`config.mk`:
```
export PLATFORM = sky130hd
export DESIGN_NAME = bsc_fifo
export DESIGN_NICKNAME = d
export VERILOG_FILES = /design/src/rtl/bsc_fifo.sv
export SDC_FILE = /design/constraint.sdc
export NUM_CORES = 1
export LEC_CHECK = 0
export BUFFER_PORTS_ARGS = -buffer_cell sky130_fd_sc_hd__buf_2
export CAP_MARGIN = 30
export CORE_AREA = 2 2 46 48
export DETAILED_ROUTE_END_ITERATION = 10
export DIE_AREA = 0 0 48 50
export PLACE_DENSITY = 0.7
export SKIP_CTS_REPAIR_TIMING = 1
export SLEW_MARGIN = 25
export SYNTH_ARGS = -nofsm -noshare
export SYNTH_HDL_FRONTEND = slang
export SYNTH_SLANG_ARGS = --single-unit
```
`constraint.sdc`:
```
create_clock -name i_clk -period 1.5 [get_ports i_clk]
set_input_delay 0 -clock i_clk [delete_from_list [all_inputs] [get_ports i_clk]]
set_output_delay 0 -clock i_clk [all_outputs]
set_load 0.03 [all_outputs]
```
`src/rtl/bsc_fifo.sv`:
```
// Small synchronous queue with a flip-flop store and a combinational head.
// Depends on nothing but its parameters.
module bsc_fifo #(
    parameter int W     = 8,
    parameter int DEPTH = 2
) (
    input  logic         i_clk,
    input  logic         i_rst_n,
    input  logic         i_push,
    input  logic [W-1:0] i_data,
    output logic         o_full,
    input  logic         i_pop,
    output logic [W-1:0] o_data,
    output logic         o_empty
);
    localparam int AW = (DEPTH > 1) ? $clog2(DEPTH) : 1;
    localparam int CW = $clog2(DEPTH + 1);

    logic [W-1:0]  r_mem [DEPTH];
    logic [AW-1:0] r_wr, r_rd;
    logic [CW-1:0] r_cnt;
    logic          wr_en, rd_en;

    assign o_full  = (r_cnt == CW'(DEPTH));
    assign o_empty = (r_cnt == '0);
    assign wr_en   = i_push && !o_full;
    assign rd_en   = i_pop && !o_empty;
    assign o_data  = r_mem[r_rd];

    always_ff @(posedge i_clk) begin
        if (!i_rst_n) begin
            r_wr  <= '0;
            r_rd  <= '0;
            r_cnt <= '0;
        end else begin
            if (wr_en) begin
                r_wr <= (r_wr == AW'(DEPTH - 1)) ? '0 : r_wr + 1'b1;
            end
            if (rd_en) begin
                r_rd <= (r_rd == AW'(DEPTH - 1)) ? '0 : r_rd + 1'b1;
            end
            if (wr_en && !rd_en) begin
                r_cnt <= r_cnt + 1'b1;
            end else if (rd_en && !wr_en) begin
                r_cnt <= r_cnt - 1'b1;
            end
        end
    end

    always_ff @(posedge i_clk) begin
        if (wr_en) begin
            r_mem[r_wr] <= i_data;
        end
    end
endmodule

```
==> reports/metrics.yaml, run 1 <==
synthesis:
  ys_seq_area_share_pct: 71.7
  syn_area_per_cell_um2: 16.2
  synth-simple-area-share_pct: 6.80
  synth_top_family_by_area: "multiplexers"
  muxShareOfSynthArea_pct: 11.1
  synthArstFlopShare_pct: 0
  synth.cell_area_um2: 810
  synth_compound_area_share_pct: 4.02
  ys_seq_elements: 21
  synth_edf_count: 16
  yosys.area.top_type: "edfxtp_1"
  synthCells: 50
  synth.distinct_cells: 20
  yosys_warnings: 0
  yosysTopAreaCellShare_pct: 59.4
  synth-adder-area-share_pct: 1.55
  syn-num-nets: 63
  synth_ff_type: "edfxtp_1"
  synthTopCellsByArea: "edfxtp_1 59%, dfxtp_1 12%, mux2_2 11%"
  synth_xor_area_share_pct: 3.25
flow_run:
  maxCapViolations: 0
pwr:
  p_seq_share_pct: 43.6
  switching_share_pct: 35.9
  peakVddDrop_mv: 1.05
  p_int_mw: 1.22
  power_leakage_nw: 0.447
  power.share.combinational_pct: 43.0
  clkPwrFrac_pct: 13.5
  p_sw_mw: 0.685
  power_density_mw_per_mm2: 1680
clock_tree:
  htreeDepth: 1
  clock_sink_count: 21
  cts_buffers: 3
  clkLatencyLatePin_ns: 0.29
  clk_pin_slew_ns: 0.11
  clockRootBuffer: "clkbuf_4"
  cts_tree: "yes"
  cts.path.max_buffers: 2
timing:
  finalHoldViolations: 0
  fin_crit_sh_pct: 96.4
  relSlewSlack_pct: 74.8
  fin_skew_ns: 0.00348
  min_period_ns: 1.45
  worstMarginPinSlew_ns: 0.378
  setup_ws_ns: 0.0541
  slew_viol_final: 0
  setup_violations: 0
  setup_tns_ns: 0
  fmax_mhz: 692
die:
  start_util_pct: 42.6
  core_mm2: 0.00190
  die_width_um: 48
  row_count: 16
  die_h_um: 50
  dieArea_mm2: 0.00240
  boundaryPins: 22
routing:
  detail_route.wl_per_cell_um: 12.1
  vias_per_cell: 4.44
  vias: 506
  remaining_drc_errors: 0
  ant_nets: 0
  dr.pass1.iters: 4
  wirelength_um: 1380
  drtIter0Drc: 1
placed_design:
  place_hpwl_um: 872
  port_buffers: 21
  place_ws_ns: 0.0157
  routabilityCongestion: 0.666
critical_path:
  worstPathRequired_ns: 1.73
  arrival_ns: 1.67
  cp-start-kind: "flip-flop"
  slowest_stage: "or3_4"
  cp-end-kind: "flip-flop"
  crit_type: "flip-flop to flip-flop"
  critPathMaxStageDelay_ns: 0.38
  worstPathMaxFanout: 4
  path_cells: "nand2b_4 -> inv_4 -> nor2_4 -> ha_4 -> or3_4 -> a21boi_2"
global_route:
  grt_pass1_wl_um: 1790
  grt_max_degree: 13
  overflow: 0
  grt.total_usage_pct: 10.5
  antenna_found_initial: 0
  grt_pass1_vias: 448
hold_path:
  min_path_type: "primary input to flip-flop"
cells_and_area:
  drive_above_1_share_pct: 54.0
  fillers: 157
  num_antenna_cells: 0
  syn_to_final_growth_pct: 40.3
  nNetsFinal: 101
outcome:
  status: "completed"
## power by group through the flow
stage                     combinational (mW)  sequential, mW  clock [mW]
after global placement                 0.674           0.832           0
after floorplan                        0.541           0.800           0
final                                  0.820           0.831       0.257
after global routing                   0.892           0.846       0.286
after detailed placement               0.685           0.839           0
after CTS                              0.690           0.824       0.266
## state kept, by name, summed over array words and instances, names as in the netlist, named ones only
signal,cells
r_wr,1
r_rd,1
r_mem,16
r_cnt,2
## metal layers
metal	vias up	global-route usage, %	part of all wire [%]
met3	2	3.30	4.4
met1	233	12.1	41
li1	258	-	-
met4	0	5.41	0.65
met5	-	0	0
met2	13	16.9	54
## final cells by class
type	count	area (um^2)	share of cell area (%)
multi-input cells	26	256	22.6
inverters	2	10.0	0.881
flip-flops and latches	21	583	51.3
clock inverters	1	5.00	0.441
well taps	27	33.8	2.97
repair buffers	34	225	19.8
clock buffers	3	22.5	1.98
## per-stage QoR
stage / cells / utilization (%) / hold slack (ns) / area (um^2) / power [mW]
after global placement: 99 / 50.9 / 0.189 / 968 / 1.51
after detailed placement: 99 / 50.9 / 0.193 / 968 / 1.52
after CTS: 103 / 52.4 / -0.120 / 996 / 1.78
after floorplan: 50 / - / 0.0989 / 820 / 1.34
after global routing: 114 / 59.7 / 0.0687 / 1140 / 2.02
final: 114 / 59.7 / 0.0688 / 1140 / 1.91
## cells in the final DEF, fill, tap and decap left out, types with 2 or more instances in the layout
cell type      count
clkbuf_4           3
dfxtp_1            3
dfxtp_2            2
buf_4              4
buf_2             21
mux2_2             8
edfxtp_1          16
xnor2_1            2
and2_1             3
dlygate4sd3_1      9
## kinds of logic (layout without fill, tap and decap cells)
| family | count (synthesis) | count (layout) |
|---|---|---|
| flip-flops | 21 | 21 |
| AND/OR/NAND/NOR | 9 | 9 |
| multiplexers | 8 | 8 |
| AO/OA/AOI/OAI | 5 | 5 |
| XOR/XNOR | 3 | 3 |
| buffers and inverters | 3 | 40 |
| adder cells (fa/ha/maj) | 1 | 1 |
## worst max-delay path: cells and delay by family, from the launching register on
kind / cells / cell delay (ns)
AND/OR/NAND/NOR: 3 / 0.63
flip-flops: 1 / 0.37
adder cells (fa/ha/maj): 1 / 0.22
AO/OA/AOI/OAI: 1 / 0.12
buffers and inverters: 1 / 0.05
## Yosys cell counts, types with 2 or more instances
cell type / n
edfxtp_1: 16
mux2_2: 8
dfxtp_1: 5
and2_1: 3
nor2_1: 2
xnor2_1: 2
## worst paths after layout
kind / startpoint / endpoint / slack (ns) / cells after the start
max: r_cnt[0]$_SDFFE_PN0P_ / r_cnt[1]$_SDFFE_PN0P_ / 0.05 / 6
min: i_push / r_wr$_SDFFE_PN0N_ / 0.07 / 3
max reg2reg: r_cnt[0]$_SDFFE_PN0P_ / r_cnt[1]$_SDFFE_PN0P_ / 0.05 / 6
min reg2reg: r_cnt[1]$_SDFFE_PN0P_ / r_cnt[1]$_SDFFE_PN0P_ / 0.57 / 2
Note: power is estimated with default switching activity, not from simulation.
==> run 2: changes to the inputs <==
--- a/config.mk
+++ b/config.mk
@@ -5,12 +5,13 @@
 export SDC_FILE = /design/constraint.sdc
 export NUM_CORES = 1
 export LEC_CHECK = 0
+export ABC_AREA = 1
 export BUFFER_PORTS_ARGS = -buffer_cell sky130_fd_sc_hd__buf_2
 export CAP_MARGIN = 30
-export CORE_AREA = 2 2 46 48
+export CORE_AREA = 2 2 47 49
 export DETAILED_ROUTE_END_ITERATION = 10
-export DIE_AREA = 0 0 48 50
-export PLACE_DENSITY = 0.7
+export DIE_AREA = 0 0 49 51
+export PLACE_DENSITY = 0.68
 export SKIP_CTS_REPAIR_TIMING = 1
 export SLEW_MARGIN = 25
 export SYNTH_ARGS = -nofsm -noshare
==> run 2 against run 1 <==
Effect of this change:
- first-iteration DRC count increased to 10 times the previous value
- worst setup slack improved by 0.073 ns
- utilization shrank 6.2 points
- maximum frequency is 5.3% higher
- flip-flop and latch count is the same
- combinational power fell by 18%
- non-clock buffer count down 1
- cell count increased by 11%
- register-to-register slack improved by 0.07 ns
- power is 8.7% lower
- synthesized cell count increased by 26%
- largest cell class unchanged
==> reports/metrics.yaml, run 2 <==
outcome:
  status: "completed"
synthesis:
  yosys_warnings: 0
  netlist_top_cells_count: "16 x edfxtp_1, 10 x nor2_1, 8 x inv_1, 8 x mux2_2, 6 x nand2_1"
  synthArstFlopShare_pct: 0
  ys_seq_elements: 21
  synth_edf_count: 16
  synthCells: 63
  synth.cell_area_um2: 823
  synth_ff_type: "edfxtp_1"
  ys_seq_area_share_pct: 70.5
  synth.distinct_cells: 15
  yosys.cell_count.top_type: "edfxtp_1"
  syn-num-nets: 76
  yosysTopAreaCellShare_pct: 58.4
  yosys.area.top_type: "edfxtp_1"
  synthTopCellsByArea: "edfxtp_1 58%, dfxtp_1 12%, mux2_2 11%"
  syn_area_per_cell_um2: 13.1
timing:
  whs_ns: 0.0734
  slew_viol_final: 0
  finalHoldViolations: 0
  fmax_mhz: 728
  fin_crit_sh_pct: 91.5
  fin_skew_ns: 0.00570
  worstMarginPinSlew_ns: 0.199
  relSlewSlack_pct: 86.7
  setup_violations: 0
  setup_tns_ns: 0
  min_period_ns: 1.37
  setup_ws_ns: 0.127
routing:
  dr.pass1.iters: 4
  vias_per_cell: 4.34
  detail_route.wl_per_cell_um: 10.8
  drtIter0Drc: 10
  vias: 551
  wirelength_um: 1370
  remaining_drc_errors: 0
  ant_nets: 0
global_route:
  grt.total_usage_pct: 10.8
  antenna_found_initial: 0
  grt_max_degree: 12
  grt_pass1_vias: 487
  grt_pass1_wl_um: 1990
  overflow: 0
placed_design:
  place_hpwl_um: 938
  place_area_um2: 976
  place_ws_ns: 0.0967
  routabilityCongestion: 0.728
  dp_cells: 113
  port_buffers: 21
pwr:
  p_sw_mw: 0.634
  p_seq_share_pct: 47.1
  power.share.combinational_pct: 38.4
  clkPwrFrac_pct: 14.5
  power_density_mw_per_mm2: 1580
  switching_share_pct: 36.4
  power_leakage_nw: 0.462
  p_int_mw: 1.11
  power_mw: 1.74
  peakVddDrop_mv: 0.959
critical_path:
  cp-end-kind: "flip-flop"
  cp_top_family: "simple AND/OR/NAND/NOR gates"
  crit_type: "flip-flop to flip-flop"
  rr_startpoint: "r_cnt[1]$_SDFFE_PN0P_"
  worstPathRequired_ns: 1.73
  reg2reg_slack_ns: 0.13
  cp-start-kind: "flip-flop"
  arrival_ns: 1.61
  cp_num_buf_inv: 4
  r2r_end: "r_cnt[1]$_SDFFE_PN0P_"
  path_cells: "buf_4 -> nor2_2 -> nor2_2 -> inv_1 -> ha_1 -> inv_1 -> nand3_1 -> nand2_1 -> inv_1 -> nor2_1"
  slowest_stage: "dfxtp_2"
  critPathMaxStageDelay_ns: 0.34
  worstPathMaxFanout: 3
  ff2ff_path_depth: 10
  crit_top_cell: "inv_1"
hold_path:
  min_path_type: "primary input to flip-flop"
  hp-start: "i_push"
  hold_depth: 4
  min_to: "r_wr$_SDFFE_PN0N_"
cells_and_area:
  syn_to_final_growth_pct: 34.0
  num_antenna_cells: 0
  nNetsFinal: 113
  ff_latch_area_um2: 584
  drive_above_1_share_pct: 42.4
  final_cell_mix: "21 x buf_2, 16 x edfxtp_1, 9 x nor2_1, 9 x dlygate4sd3_1"
  finish.utilization_pct: 53.5
  reg_top3: "r_mem (16), r_cnt (2)"
  fin_area_mm2: 0.00110
  mostFrequentLayoutCell: "buf_2"
  largest-register: "r_mem"
  largest_register_ffs: 16
  finalNonFillerCells: 127
  multi_input_area_um2: 206
  fillers: 183
die:
  start_util_pct: 39.9
  dieArea_mm2: 0.00250
  core_mm2: 0.00206
  row_count: 17
  boundaryPins: 22
  die_width_um: 49
  die_h_um: 51
clock_tree:
  cts.path.max_buffers: 2
  cts_tree: "yes"
  clkLatencyLatePin_ns: 0.29
  htreeDepth: 1
  cts_buffers: 3
  clock_sink_count: 21
  clk_pin_slew_ns: 0.11
  clockRootBuffer: "clkbuf_4"
flow_run:
  maxCapViolations: 0
run 2: cell count changes after synthesis, moves of 2 or more:
cell | before | now
nor2_1 | 2 | 10
and2_1 | 3 | 0
inv_1 | 1 | 8
xnor2_1 | 2 | 0
nand2_1 | 0 | 6
run 2: final cells by class:
cell class / instances / share of cell area [%]
flip-flops and latches: 21 / 52.9
repair buffers: 33 / 19.7
multi-input cells: 32 / 18.7
well taps: 28 / 3.17
inverters: 9 / 3.06
clock buffers: 4 / 2.38
run 2: worst max-delay path by stage:
stage	startpoint	endpoint	slack [ns]	depth (start not counted)
global route	r_cnt[1]$_SDFFE_PN0P_	r_cnt[1]$_SDFFE_PN0P_	-0.002	9
detailed placement	r_cnt[1]$_SDFFE_PN0P_	r_cnt[1]$_SDFFE_PN0P_	0.1	9
finish	r_cnt[1]$_SDFFE_PN0P_	r_cnt[1]$_SDFFE_PN0P_	0.13	10
floorplan	r_cnt[0]$_SDFFE_PN0P_	r_cnt[1]$_SDFFE_PN0P_	0.11	9
global placement	r_cnt[1]$_SDFFE_PN0P_	r_cnt[1]$_SDFFE_PN0P_	0.13	9
CTS	flip-flop	o_data[0]	0.07	2
run 2: power groups by stage:
stage / clock network [mW] / logic [mW] / registers [mW]
2_1_floorplan: 0 / 0.496 / 0.796
3_3_place_gp: 0 / 0.616 / 0.827
3_5_place_dp: 0 / 0.627 / 0.834
4_1_cts: 0.260 / 0.629 / 0.822
5_1_grt: 0.293 / 0.726 / 0.835
6_report: 0.252 / 0.669 / 0.821
run 2: kinds of logic after synthesis:
kind of cell / after synthesis / share of synthesized area [%]
AND/OR/NAND/NOR: 19 / 9.42
buffers and inverters: 10 / 4.71
flip-flops: 21 / 70.5
adder cells (fa/ha/maj): 1 / 1.52
multiplexers: 8 / 10.9
AO/OA/AOI/OAI: 4 / 2.89
run 2: worst register-to-register path, stage by stage (launching register included):
cell,delay [ns]
dfxtp_2,0.34
buf_4,0.11
nor2_2,0.04
nor2_2,0.11
inv_1,0.06
ha_1,0.31
inv_1,0.09
nand3_1,0.07
nand2_1,0.05
inv_1,0.03
nor2_1,0.08
run 2: layer usage:
layer / GRT usage [%] / share of wire [%] / up-vias
met4: 5.71 / 0 / 0
met2: 19.4 / 53 / 15
met5: 0 / 0 / -
met3: 3.51 / 5.3 / 0
met1: 11.3 / 42 / 251
li1: - / - / 285
