--- config.mk ---
export PLATFORM = sky130hd
export DESIGN_NAME = bsc_front
export DESIGN_NICKNAME = d
export VERILOG_FILES = /design/src/rtl/bsc_pkg.sv /design/src/rtl/bsc_front.sv
export SDC_FILE = /design/constraint.sdc
export NUM_CORES = 1
export LEC_CHECK = 0
export BUFFER_PORTS_ARGS = -buffer_cell sky130_fd_sc_hd__buf_2
export CORE_MARGIN = 8
export CORE_UTILIZATION = 47
export CTS_CLUSTER_DIAMETER = 80
export DETAILED_ROUTE_END_ITERATION = 6
export PLACE_DENSITY = 0.83
export SLEW_MARGIN = 20
export SYNTH_ARGS = -nofsm -noshare
export SYNTH_HDL_FRONTEND = slang
export SYNTH_SLANG_ARGS = --single-unit
export TNS_END_PERCENT = 20
--- constraint.sdc ---
create_clock -name i_clk -period 9.42 [get_ports i_clk]
set_input_delay 2.355 -clock i_clk [delete_from_list [all_inputs] [get_ports i_clk]]
set_output_delay 2.355 -clock i_clk [all_outputs]
set_load 0.005 [all_outputs]
--- src/rtl/bsc_pkg.sv ---
// Package for the barometric sensor compensation block.
// Holds the payload and calibration types, the constants and helper functions.
// No dependencies.
package bsc_pkg;

    localparam int UP_W          = 19;
    localparam int DIV_W         = 32;
    localparam int MID_DEPTH_DEF = 2;
    localparam int OUT_DEPTH_DEF = 2;
    localparam int CFG_IDX_W     = 2;
    localparam int CFG_DATA_W    = 64;

    localparam logic [31:0] T_OFFSET   = 32'd4000;
    localparam logic [31:0] B4_BIAS    = 32'd32768;
    localparam logic [31:0] PRS_SCALE  = 32'd50000;
    localparam logic [31:0] P_SQ_COEF  = 32'd3038;
    localparam logic [31:0] P_LIN_COEF = 32'hFFFF_E343;  // -7357
    localparam logic [31:0] P_OFFSET   = 32'd3791;

    typedef enum logic [CFG_IDX_W-1:0] {
        CFG_CALIB_A = 2'd0,
        CFG_CALIB_B = 2'd1,
        CFG_CALIB_C = 2'd2,
        CFG_OSS     = 2'd3
    } t_cfg_idx;

    typedef struct packed {
        logic [15:0] raw_temperature;
        logic [23:0] raw_pressure;
    } t_in_item;

    typedef struct packed {
        logic signed [15:0] temperature_tenths;
        logic signed [31:0] pressure_pa;
        logic               status;
    } t_out_item;

    typedef struct packed {
        logic [15:0]     ut;
        logic [UP_W-1:0] up;
        logic [1:0]      oss;
    } t_mid_item;

    typedef struct packed {
        logic [15:0] ac1;
        logic [15:0] ac2;
        logic [15:0] ac3;
        logic [15:0] ac4;
        logic [15:0] ac5;
        logic [15:0] ac6;
        logic [15:0] b1;
        logic [15:0] b2;
        logic [15:0] mc;
        logic [15:0] md;
    } t_calib;

    function automatic logic [31:0] asr32(input logic [31:0] v, input int n);
        asr32 = 32'($signed(v) >>> n);
    endfunction

    function automatic logic [31:0] sx16(input logic [15:0] v);
        sx16 = {{16{v[15]}}, v};
    endfunction

endpackage

--- src/rtl/bsc_front.sv ---
// Front end: takes input requests, aligns the pressure word to the oversampling
// setting and hands the request to the middle queue. Uses bsc_pkg.
module bsc_front (
    input  logic                i_clk,
    input  logic                i_rst_n,
    input  logic                i_push,
    input  bsc_pkg::t_in_item   i_item,
    input  logic [1:0]          i_oss,
    output logic                o_full,
    output logic                o_mid_push,
    output bsc_pkg::t_mid_item  o_mid_item,
    input  logic                i_mid_full
);
    logic               r_vld;
    bsc_pkg::t_mid_item r_item;
    bsc_pkg::t_mid_item n_item;
    logic               accept;

    assign o_full     = r_vld && i_mid_full;
    assign accept     = i_push && !o_full;
    assign o_mid_push = r_vld;
    assign o_mid_item = r_item;

    always_comb begin
        n_item.ut  = i_item.raw_temperature;
        n_item.oss = i_oss;
        unique case (i_oss)
            2'd0:    n_item.up = bsc_pkg::UP_W'(i_item.raw_pressure[23:8]);
            2'd1:    n_item.up = bsc_pkg::UP_W'(i_item.raw_pressure[23:7]);
            2'd2:    n_item.up = bsc_pkg::UP_W'(i_item.raw_pressure[23:6]);
            default: n_item.up = bsc_pkg::UP_W'(i_item.raw_pressure[23:5]);
        endcase
    end

    always_ff @(posedge i_clk) begin
        if (!i_rst_n) begin
            r_vld <= 1'b0;
        end else if (accept) begin
            r_vld <= 1'b1;
        end else if (!i_mid_full) begin
            r_vld <= 1'b0;
        end
    end

    always_ff @(posedge i_clk) begin
        if (accept) begin
            r_item <= n_item;
        end
    end
endmodule

==> results of run 1 <==
==> area by class of cell <==
type                    count  area [um2]  share of cell area
flip-flops and latches     38        1131              0.5375
repair buffers             79       395.4              0.1879
clock buffers               5       37.54             0.01784
multi-input cells          33       419.2              0.1992
clock inverters             3       63.81             0.03032
well taps                  46       57.56             0.02735
==> power by group through the flow <==
stage | sequential (mW) | clock, mW | combinational, mW
finish | 0.202 | 0.132 | 0.0439
global route | 0.204 | 0.144 | 0.0485
CTS | 0.203 | 0.137 | 0.0449
detailed placement | 0.206 | 0 | 0.0448
global placement | 0.206 | 0 | 0.0436
floorplan | 0.209 | 0 | 0.0198
==> flip-flops by register name (all words and copies together) (netlist names) <==
signal and count:
o_mid_item 37, o_mid_push 1
==> worst max path at each step <==
stage	start	endpoint	slack (ps)	cells past startpoint
after floorplan	i_mid_full	o_full	4550	1
after global placement	i_mid_full	o_full	4300	3
after detailed placement	i_mid_full	o_full	4280	3
after CTS	i_mid_full	o_full	4280	3
after global routing	i_mid_full	o_full	4270	3
final	i_mid_full	o_full	4290	3
==> through the flow <==
| step | hold WS [ps] | utilization | instance area, um2 | instances | setup slack [ps] |
|---|---|---|---|---|---|
| 3_3_place_gp | 632.4 | 0.6099 | 2003 | 196 | 4297 |
| 4_1_cts | 706.7 | 0.6408 | 2105 | 204 | 4282 |
| 2_1_floorplan | 621.6 | - | 1587 | 75 | 4547 |
| 6_report | 699.4 | 0.6408 | 2105 | 204 | 4285 |
| 5_1_grt | 739.6 | 0.6408 | 2105 | 204 | 4270 |
| 3_5_place_dp | 680.2 | 0.6099 | 2003 | 196 | 4282 |
==> metal layers <==
metal  part of all wire  up-vias
li1                   -      475
met1               0.35      462
met2               0.49       56
met3               0.14        2
met4              0.012        0
met5                  0        -
==> cells by family after synthesis <==
family | share of synthesized area
compound gates | 0.01104
buf+inv | 0.02760
flops | 0.7129
mux | 0.2319
simple gates | 0.01656
==> critical path, stage by stage <==
cell	delay [ps]
buf_2	90
and2_1	190
buf_2	140
==> cells in the final DEF, fill, tap and decap left out, drive strengths merged <==
cell type / n
and3: 1
mux2i: 18
mux4: 8
buf: 79
edfxtp: 37
bufinv: 2
a21oi: 2
dfxtp: 1
o21a: 1
clkbuf: 5
clkinv: 1
nor2b: 2
and2: 1
==> results_dict.tcl, run 1 <==
set metrics [dict create \
    cts_tree "built" \
    synthTopCellsByArea "edfxtp_1 70%, mux2i_1 11%, mux4_2 8.5%" \
    grt_busiest_layer "met2" \
    ioPinCount 85 \
    clk_pin_slew_worst_paths_ps 100 \
    antenna_found_initial 0 \
    hold_viol 0 \
    grt_start_max_net_pins 38 \
    path_max_fanout 3 \
    hold_buffers 0 \
    synthCells 75 \
    routabilityCongestion 0.7230 \
    syn_area_um2 1587 \
    start_util 0.4830 \
    r2r_setup_slack_ps 7770 \
    clock-root-buffer "clkbuf_4" \
    switchingPower_uw 73.77 \
    hold_start "o_mid_push$_SDFFE_PN0P_" \
    yosys.cell_types.count 14 \
    hold-path-endpoint "o_mid_push$_SDFFE_PN0P_" \
    synth-seq-cells 38 \
    wl_per_cell_um 15.97 \
    cp.required_ps 7070 \
    grt_pass1_vias 1043 \
    gr-total-overflow 0 \
    grt.total_usage 0.1195 \
    use_met3 0.05256 \
    yosys-top-cells-count "37 x edfxtp_1, 18 x mux2i_1, 6 x mux4_2" \
    drive_gt1_frac 0.5949 \
    numPortBuffers 79 \
    num-fill-cells 241 \
    antenna_left 0 \
    path_class "in -> out" \
    r2r-end "o_mid_item[31]$_DFFE_PP_" \
    core_um2 3284 \
    synthFlopType "edfxtp_1" \
    clock-sinks 38 \
    seq_area_frac_synth 0.7129 \
    grt_pass1_wl_um 4905 \
    die_y_um 74.10 \
    worst_pin_slew_ps 963.4 \
    syn_avg_cell_area_um2 21.15 \
    final_nets 203 \
    grt_use_met2 0.1982 \
    status "completed" \
    seq_power_share 0.535 \
    grt_use_met1 0.1228 \
    combPwrFrac 0.116 \
    setup_tns_ps 0 \
    die_area_um2 5491 \
    cts_setup_buffers 0 \
    htree_num_levels 2 \
    syn_nets 121 \
    rsz0062_at_grt "false" \
    cp-end-kind "primary output" \
    fp-row-count 21 \
    worst-r2r-cell-count 2 \
    clkLatencyLatePin_ps 330 \
    async_flop_share 0 \
    cts_buffers 5 \
    p_per_area_nw_per_um2 179.8 \
    fin_crit_sh 0.5451 \
    internal-power_uw 304.7 \
    drtPass1Iterations 4 \
    whs_path_depth 2 \
    slew_violations 0 \
    cts.repair.resized 0 \
    max_clock_freq_mhz 194.8 \
    synth_edf_count 37 \
    cts.path.max_buffers 2 \
    holdCritPathClass "reg -> reg" \
    setup_viol 0 \
    finalWirelength_um 3258 \
    yosysMostFrequentCell "edfxtp_1" \
    slew_headroom 0.3564 \
    total_power_uw 378.4 \
    synth_top_cell_by_area "edfxtp_1" \
    viasPerCell 4.877 \
    synth_top_cell_area_share 0.7003 \
    power_frac_clock 0.349 \
    cp-start-kind "input port" \
    critPathArrivalTime_ps 2780 \
    area_growth_pct 32.65 \
    vias 995 \
    maxCapViolations 0 \
    drt_iter0_drc 109 \
    dp_hpwl_um 2510 \
    drc 0 \
    skew_ps 11.26 \
    period_needed_ps 5135 \
    switching_share 0.1949 \
    r2r_start "o_mid_push$_SDFFE_PN0P_" \
    die_w_um 74.10 \
    diodes 0 \
    p_leak_nw 0.9222 \
    peakVddDrop_v 0.00009499 \
    ys.warnings.count 0 \
]
Note: power is estimated with default switching activity, not from simulation.
==> inputs of run 2 (changes only) <==
--- a/config.mk
+++ b/config.mk
@@ -7,10 +7,10 @@
 export LEC_CHECK = 0
 export BUFFER_PORTS_ARGS = -buffer_cell sky130_fd_sc_hd__buf_2
 export CORE_MARGIN = 8
-export CORE_UTILIZATION = 47
+export CORE_UTILIZATION = 44
 export CTS_CLUSTER_DIAMETER = 80
 export DETAILED_ROUTE_END_ITERATION = 6
-export PLACE_DENSITY = 0.83
+export PLACE_DENSITY = 0.79
 export SLEW_MARGIN = 20
 export SYNTH_ARGS = -nofsm -noshare
 export SYNTH_HDL_FRONTEND = slang
==> constraint.sdc (replaced) <==
create_clock -name i_clk -period 5.4 [get_ports i_clk]
set_input_delay 1.35 -clock i_clk [delete_from_list [all_inputs] [get_ports i_clk]]
set_output_delay 1.35 -clock i_clk [all_outputs]
set_load 0.005 [all_outputs]
==> run 2 against run 1 <==
Total power rose by 50%. Clock power increased by 5%. Core utilization down 6.1 points.
==> results_dict.tcl, run 2 (synthesized netlist as in run 1, its figures left out) <==
set metrics [dict create \
    drtPass1Iterations 2 \
    gr-total-overflow 0 \
    grt.total_usage 0.1185 \
    holdCritPathClass "reg -> reg" \
    wl_per_cell_um 16.51 \
    peakVddDrop_v 0.0001591 \
    setup_tns_ps 0 \
    clock-sinks 38 \
    cts.path.max_buffers 2 \
    dpl_cell_area_um2 2006 \
    maxCapViolations 0 \
    slew_violations 0 \
    endpoint "o_full" \
    cp_slowest_cell "and2_1" \
    antenna_found_initial 0 \
    r2r_start "o_mid_push$_SDFFE_PN0P_" \
    final_nets 203 \
    cts_tree "built" \
    grt_start_max_net_pins 38 \
    mostFrequentLayoutCells "79 x buf_2, 37 x edfxtp_1, 18 x mux2i_1, 6 x mux4_2, 5 x clkbuf_4" \
    cpLargestDelayFamily "buffers and inverters" \
    final_common_cell "buf_2" \
    die_area_um2 5783 \
    largest_register_ffs 37 \
    fin_crit_sh 0.5790 \
    drc 0 \
    status "completed" \
    cp.depth 3 \
    rsz0062_at_grt "false" \
    cts.repair.resized 0 \
    area_growth_pct 29.65 \
    setup_viol 0 \
    p_per_area_nw_per_um2 276.8 \
    drt_iter0_drc 68 \
    cp-start-kind "input port" \
    postLayoutCoreUtil 0.5793 \
    worst_pin_slew_ps 1003 \
    vias 996 \
    fp-row-count 22 \
    die_y_um 76.05 \
    clkLatencyLatePin_ps 330 \
    p_leak_nw 0.9014 \
    critPathLaunch "i_mid_full" \
    clk_pin_slew_worst_paths_ps 110 \
    finalWirelength_um 3402 \
    worst-r2r-cell-count 2 \
    cp-end-kind "primary output" \
    grt_pass1_wl_um 5464 \
    viasPerCell 4.835 \
    total_power_uw 569.3 \
    cp.required_ps 4050 \
    worst-path-buf-inv 2 \
    drive_gt1_frac 0.5949 \
    hold_viol 0 \
    critPathArrivalTime_ps 1780 \
    antenna_left 0 \
    cp_cell_sequence "buf_2 -> and2_1 -> buf_2" \
    cpMostUsedCell "buf_2" \
    start_util 0.4468 \
    r2r-end "o_mid_item[4]$_DFFE_PP_" \
    die_w_um 76.05 \
    clock-root-buffer "clkbuf_4" \
    max_clock_freq_mhz 319.9 \
    numPortBuffers 79 \
    worst_hold_slack_ps 682.7 \
    finalInstanceArea_um2 2057 \
    routabilityCongestion 0.6796 \
    hold_buffers 0 \
    ioPinCount 85 \
    grt_pass1_vias 1129 \
    r2r_setup_slack_ps 3720 \
    core_um2 3551 \
    slew_headroom 0.3301 \
    period_needed_ps 3126 \
    path_class "in -> out" \
    cts_buffers 5 \
    cts_setup_buffers 0 \
    dp_hpwl_um 2635 \
    skew_ps 6.726 \
    path_max_fanout 3 \
    num-fill-cells 317 \
    diodes 0 \
    max_stage_delay_ps 190 \
    htree_num_levels 2 \
]
run 2: cell count changes in the layout (fill, tap and decap cells not counted), sizes merged:
cell,delta
clkbuf,+1
clkinv,+1
bufinv,-2
run 2: worst min-delay path by stage:
stage,from,end,slack [ps],depth (start not counted)
after floorplan,o_mid_push$_SDFFE_PN0P_,o_mid_push$_SDFFE_PN0P_,620,2
after global placement,o_mid_push$_SDFFE_PN0P_,o_mid_push$_SDFFE_PN0P_,630,2
after detailed placement,o_mid_push$_SDFFE_PN0P_,o_mid_push$_SDFFE_PN0P_,660,2
after CTS,o_mid_push$_SDFFE_PN0P_,o_mid_push$_SDFFE_PN0P_,690,2
after global routing,o_mid_push$_SDFFE_PN0P_,o_mid_push$_SDFFE_PN0P_,720,2
final,o_mid_push$_SDFFE_PN0P_,o_mid_push$_SDFFE_PN0P_,680,2
run 2: through the flow:
stage	cells	worst slack, ps
detailed placement	198	2275
floorplan	75	1755
finish	206	2274
global route	206	2254
CTS	206	2272
global placement	198	2286
run 2: area by class of cell:
| cell class | instances | area, um2 | share of cell area |
|---|---|---|---|
| clock buffers | 6 | 41.29 | 0.02007 |
| multi-input cells | 33 | 419.2 | 0.2038 |
| clock inverters | 2 | 10.01 | 0.004866 |
| repair buffers | 79 | 395.4 | 0.1922 |
| well taps | 48 | 60.06 | 0.02920 |
| flip-flops and latches | 38 | 1131 | 0.5499 |
run 2: tightest hold or removal path, stage by stage (launching register included):
cell and delay [ps]:
dfxtp_1 330, and2_1 210, o21a_1 120
run 2: report_power, final:
group | switching [mW] | leakage [nW] | internal, mW
registers | 0.00412 | 0.367 | 0.349
logic | 0.0380 | 0.502 | 0.0401
clock network | 0.0887 | 0.0320 | 0.0496
total | 0.131 | 0.901 | 0.439
run 2: layer usage:
metal	track usage	up-vias	part of all wire
li1	-	475	-
met1	0.1288	463	0.40
met2	0.1877	51	0.49
met3	0.06132	7	0.10
met4	0.05294	0	0.011
met5	0	-	0
==> inputs of run 3 (changes only) <==
--- a/config.mk
+++ b/config.mk
@@ -5,9 +5,10 @@
 export SDC_FILE = /design/constraint.sdc
 export NUM_CORES = 1
 export LEC_CHECK = 0
+export ABC_AREA = 1
 export BUFFER_PORTS_ARGS = -buffer_cell sky130_fd_sc_hd__buf_2
 export CORE_MARGIN = 8
-export CORE_UTILIZATION = 44
+export CORE_UTILIZATION = 45
 export CTS_CLUSTER_DIAMETER = 80
 export DETAILED_ROUTE_END_ITERATION = 6
 export PLACE_DENSITY = 0.79
==> constraint.sdc (replaced) <==
create_clock -name i_clk -period 3.12 [get_ports i_clk]
set_input_delay 0.78 -clock i_clk [delete_from_list [all_inputs] [get_ports i_clk]]
set_output_delay 0.78 -clock i_clk [all_outputs]
set_load 0.005 [all_outputs]
==> run 3 against run 2 <==
Critical path type unchanged. Critical path depth increased by 1. Global-route usage up 1.9 points. Cell count is 32% higher. Largest power group unchanged. Hold slack lost 190 ps. First-iteration DRC count grew 22%. Synthesized cell count is 95% higher. Clock skew about the same. Total power increased by 120%. Sequential cell count stayed put. Combinational power grew 86%. Via count grew 44%. Largest cell class unchanged.
==> results_dict.tcl, run 3 <==
set metrics [dict create \
    die_w_um 76.97 \
    power_frac_clock 0.393 \
    p_per_area_nw_per_um2 561.0 \
    largest_register_ffs 37 \
    grt_pass1_vias 1344 \
    hold-path-endpoint "o_mid_push$_SDFFE_PN0P_" \
    finalInstanceArea_um2 2223 \
    antenna_found_initial 0 \
    cp.required_ps 2340 \
    syn_nets 192 \
    rsz0062_at_grt "false" \
    internal-power_uw 984.7 \
    worst_slack_ps 1192 \
    antenna_left 0 \
    drc 0 \
    period_needed_ps 1928 \
    yosysMostFrequentCell "nand3_1" \
    p_leak_nw 0.9453 \
    fin_crit_sh 0.6179 \
    slew_headroom 0.5903 \
    hold_buffers 0 \
    routabilityCongestion 0.7669 \
    path_max_fanout 2 \
    synthFlopType "edfxtp_1" \
    area_growth_pct 32.91 \
    yosys-top-cells-count "54 x nand3_1, 37 x edfxtp_1, 18 x nand2_1, 16 x nand4_1, 10 x buf_2" \
    status "completed" \
    dp_slack_ps 1003 \
    num-fill-cells 344 \
    cpMostUsedCell "buf_2" \
    grt_pass1_wl_um 6472 \
    start_util 0.4639 \
    mostFrequentLayoutCells "79 x buf_2, 54 x nand3_1, 37 x edfxtp_1, 18 x nand2_1, 16 x nand4_1" \
    synth-seq-cells 38 \
    dpl_cell_area_um2 2086 \
    syn_area_um2 1673 \
    total_power_mw 1.247 \
    cp_slowest_cell "buf_2" \
    async_flop_share 0 \
    r2r_start "o_mid_push$_SDFFE_PN0P_" \
    final_nets 268 \
    die_y_um 76.97 \
    numPortBuffers 79 \
    drtPass1Iterations 4 \
    r2r-end "o_mid_item[4]$_DFFE_PP_" \
    critPathArrivalTime_ps 1150 \
    hold_start "o_mid_push$_SDFFE_PN0P_" \
    clock-sinks 38 \
    synth_top_cell_area_share 0.6642 \
    cts_setup_buffers 0 \
    final_common_cell "buf_2" \
    setup_tns_ps 0 \
    grt.total_usage 0.1371 \
    grt_start_max_net_pins 40 \
    cts_tree "built" \
    r2r_setup_slack_ps 1630 \
    gr-total-overflow 0 \
    htree_num_levels 2 \
    die_area_um2 5924 \
    yosys.cell_types.count 13 \
    synth_edf_count 37 \
    drive_gt1_frac 0.4170 \
    core_um2 3606 \
    peakVddDrop_v 0.0002640 \
    wl_per_cell_um 14.51 \
    clk_pin_slew_worst_paths_ps 70 \
    cpLargestDelayFamily "buffers and inverters" \
    max_clock_freq_mhz 518.7 \
    worst-r2r-cell-count 4 \
    worst_hold_slack_ps 493.4 \
    fp-row-count 22 \
    slew_violations 0 \
    diodes 0 \
    synth_top_cell_by_area "edfxtp_1" \
    synthTopCellsByArea "edfxtp_1 66%, nand3_1 16%, nand4_1 6.0%" \
    setup_viol 0 \
    syn_avg_cell_area_um2 11.46 \
    ioPinCount 85 \
    clock-root-buffer "clkbuf_8" \
    top_layer "met4" \
    ys.warnings.count 0 \
    switching_share 0.2106 \
    whs_path_depth 2 \
    worst_pin_slew_ps 614.5 \
    seq_area_frac_synth 0.6761 \
    finalWirelength_um 3932 \
    synthCells 146 \
    vias 1435 \
    cp-end-kind "primary output" \
    viasPerCell 5.295 \
    wl_met3_um 324 \
    combPwrFrac 0.117 \
    dp_hpwl_um 2939 \
    cp_cell_sequence "buf_2 -> nand2_1 -> inv_1 -> buf_2" \
    holdCritPathClass "reg -> reg" \
    cts.repair.resized 0 \
    cts.path.max_buffers 2 \
    worst-path-buf-inv 3 \
    hold_viol 0 \
    cp-start-kind "input port" \
    seq_power_share 0.490 \
    switchingPower_uw 262.7 \
    path_class "in -> out" \
    clkLatencyLatePin_ps 290 \
    max_stage_delay_ps 140 \
    skew_ps 6.354 \
    wl_met1_um 1607 \
    drt_iter0_drc 83 \
    cts_buffers 5 \
    met2_length_um 1926 \
    maxCapViolations 0 \
]
[run 3: cell count changes after synthesis, moves of 3 or more]
cell	delta
nand3_1	+54
buf_2	+9
mux2i_1	-18
mux4_2	-6
inv_1	+3
nand2_1	+18
nand4_1	+16
[run 3: per-stage QoR]
stage,util,instances
finish,0.6166,271
global route,0.6166,271
CTS,0.6166,271
detailed placement,0.5784,263
global placement,0.5784,263
floorplan,-,146
[run 3: kinds of logic (layout without fill, tap and decap cells)]
group,Yosys count,after routing,synth area share
AO/OA/AOI/OAI,1,1,0.004489
AND/OR/NAND/NOR,91,91,0.2737
flip-flops,38,38,0.6761
buffers and inverters,16,93,0.04563
[run 3: power by group through the flow]
stage               clock network [mW]  registers (mW)  logic, mW
floorplan                            0           0.631     0.0620
global placement                     0           0.622      0.145
detailed placement                   0           0.623      0.148
CTS                              0.502           0.612      0.148
global route                     0.528           0.614      0.165
finish                           0.491           0.611      0.145
[run 3: worst reg2reg max path, stage by stage (launching register included)]
cell     delay, ps
dfxtp_1        310
nand2_1         70
inv_1           70
nor2_4         340
buf_4          370
[run 3: area by class of cell]
type,instances,area [um2],share of cell area
multi-input combinational,92,473.0,0.2127
inverter,5,18.77,0.008441
clock inverter,3,68.82,0.03095
timing repair buffer,80,402.9,0.1812
clock buffer,5,68.82,0.03095
tap,48,60.06,0.02701
sequential,38,1131,0.5087
[run 3: worst max-delay path by stage]
stage | start | end | slack [ps] | cells after the start
floorplan | i_mid_full | o_mid_item[0]$_DFFE_PP_ | 220 | 3
global placement | i_oss[0] | o_mid_item[13]$_DFFE_PP_ | 1050 | 4
detailed placement | i_oss[0] | o_mid_item[13]$_DFFE_PP_ | 1000 | 4
CTS | i_mid_full | o_full | 1190 | 4
global route | i_mid_full | o_full | 1140 | 4
finish | i_mid_full | o_full | 1190 | 4
[run 3: per-layer routing]
| layer | GRT usage | up-vias |
|---|---|---|
| met5 | 0 | - |
| li1 | - | 701 |
| met2 | 0.2116 | 70 |
| met4 | 0.06792 | 0 |
| met3 | 0.05012 | 5 |
| met1 | 0.1648 | 659 |
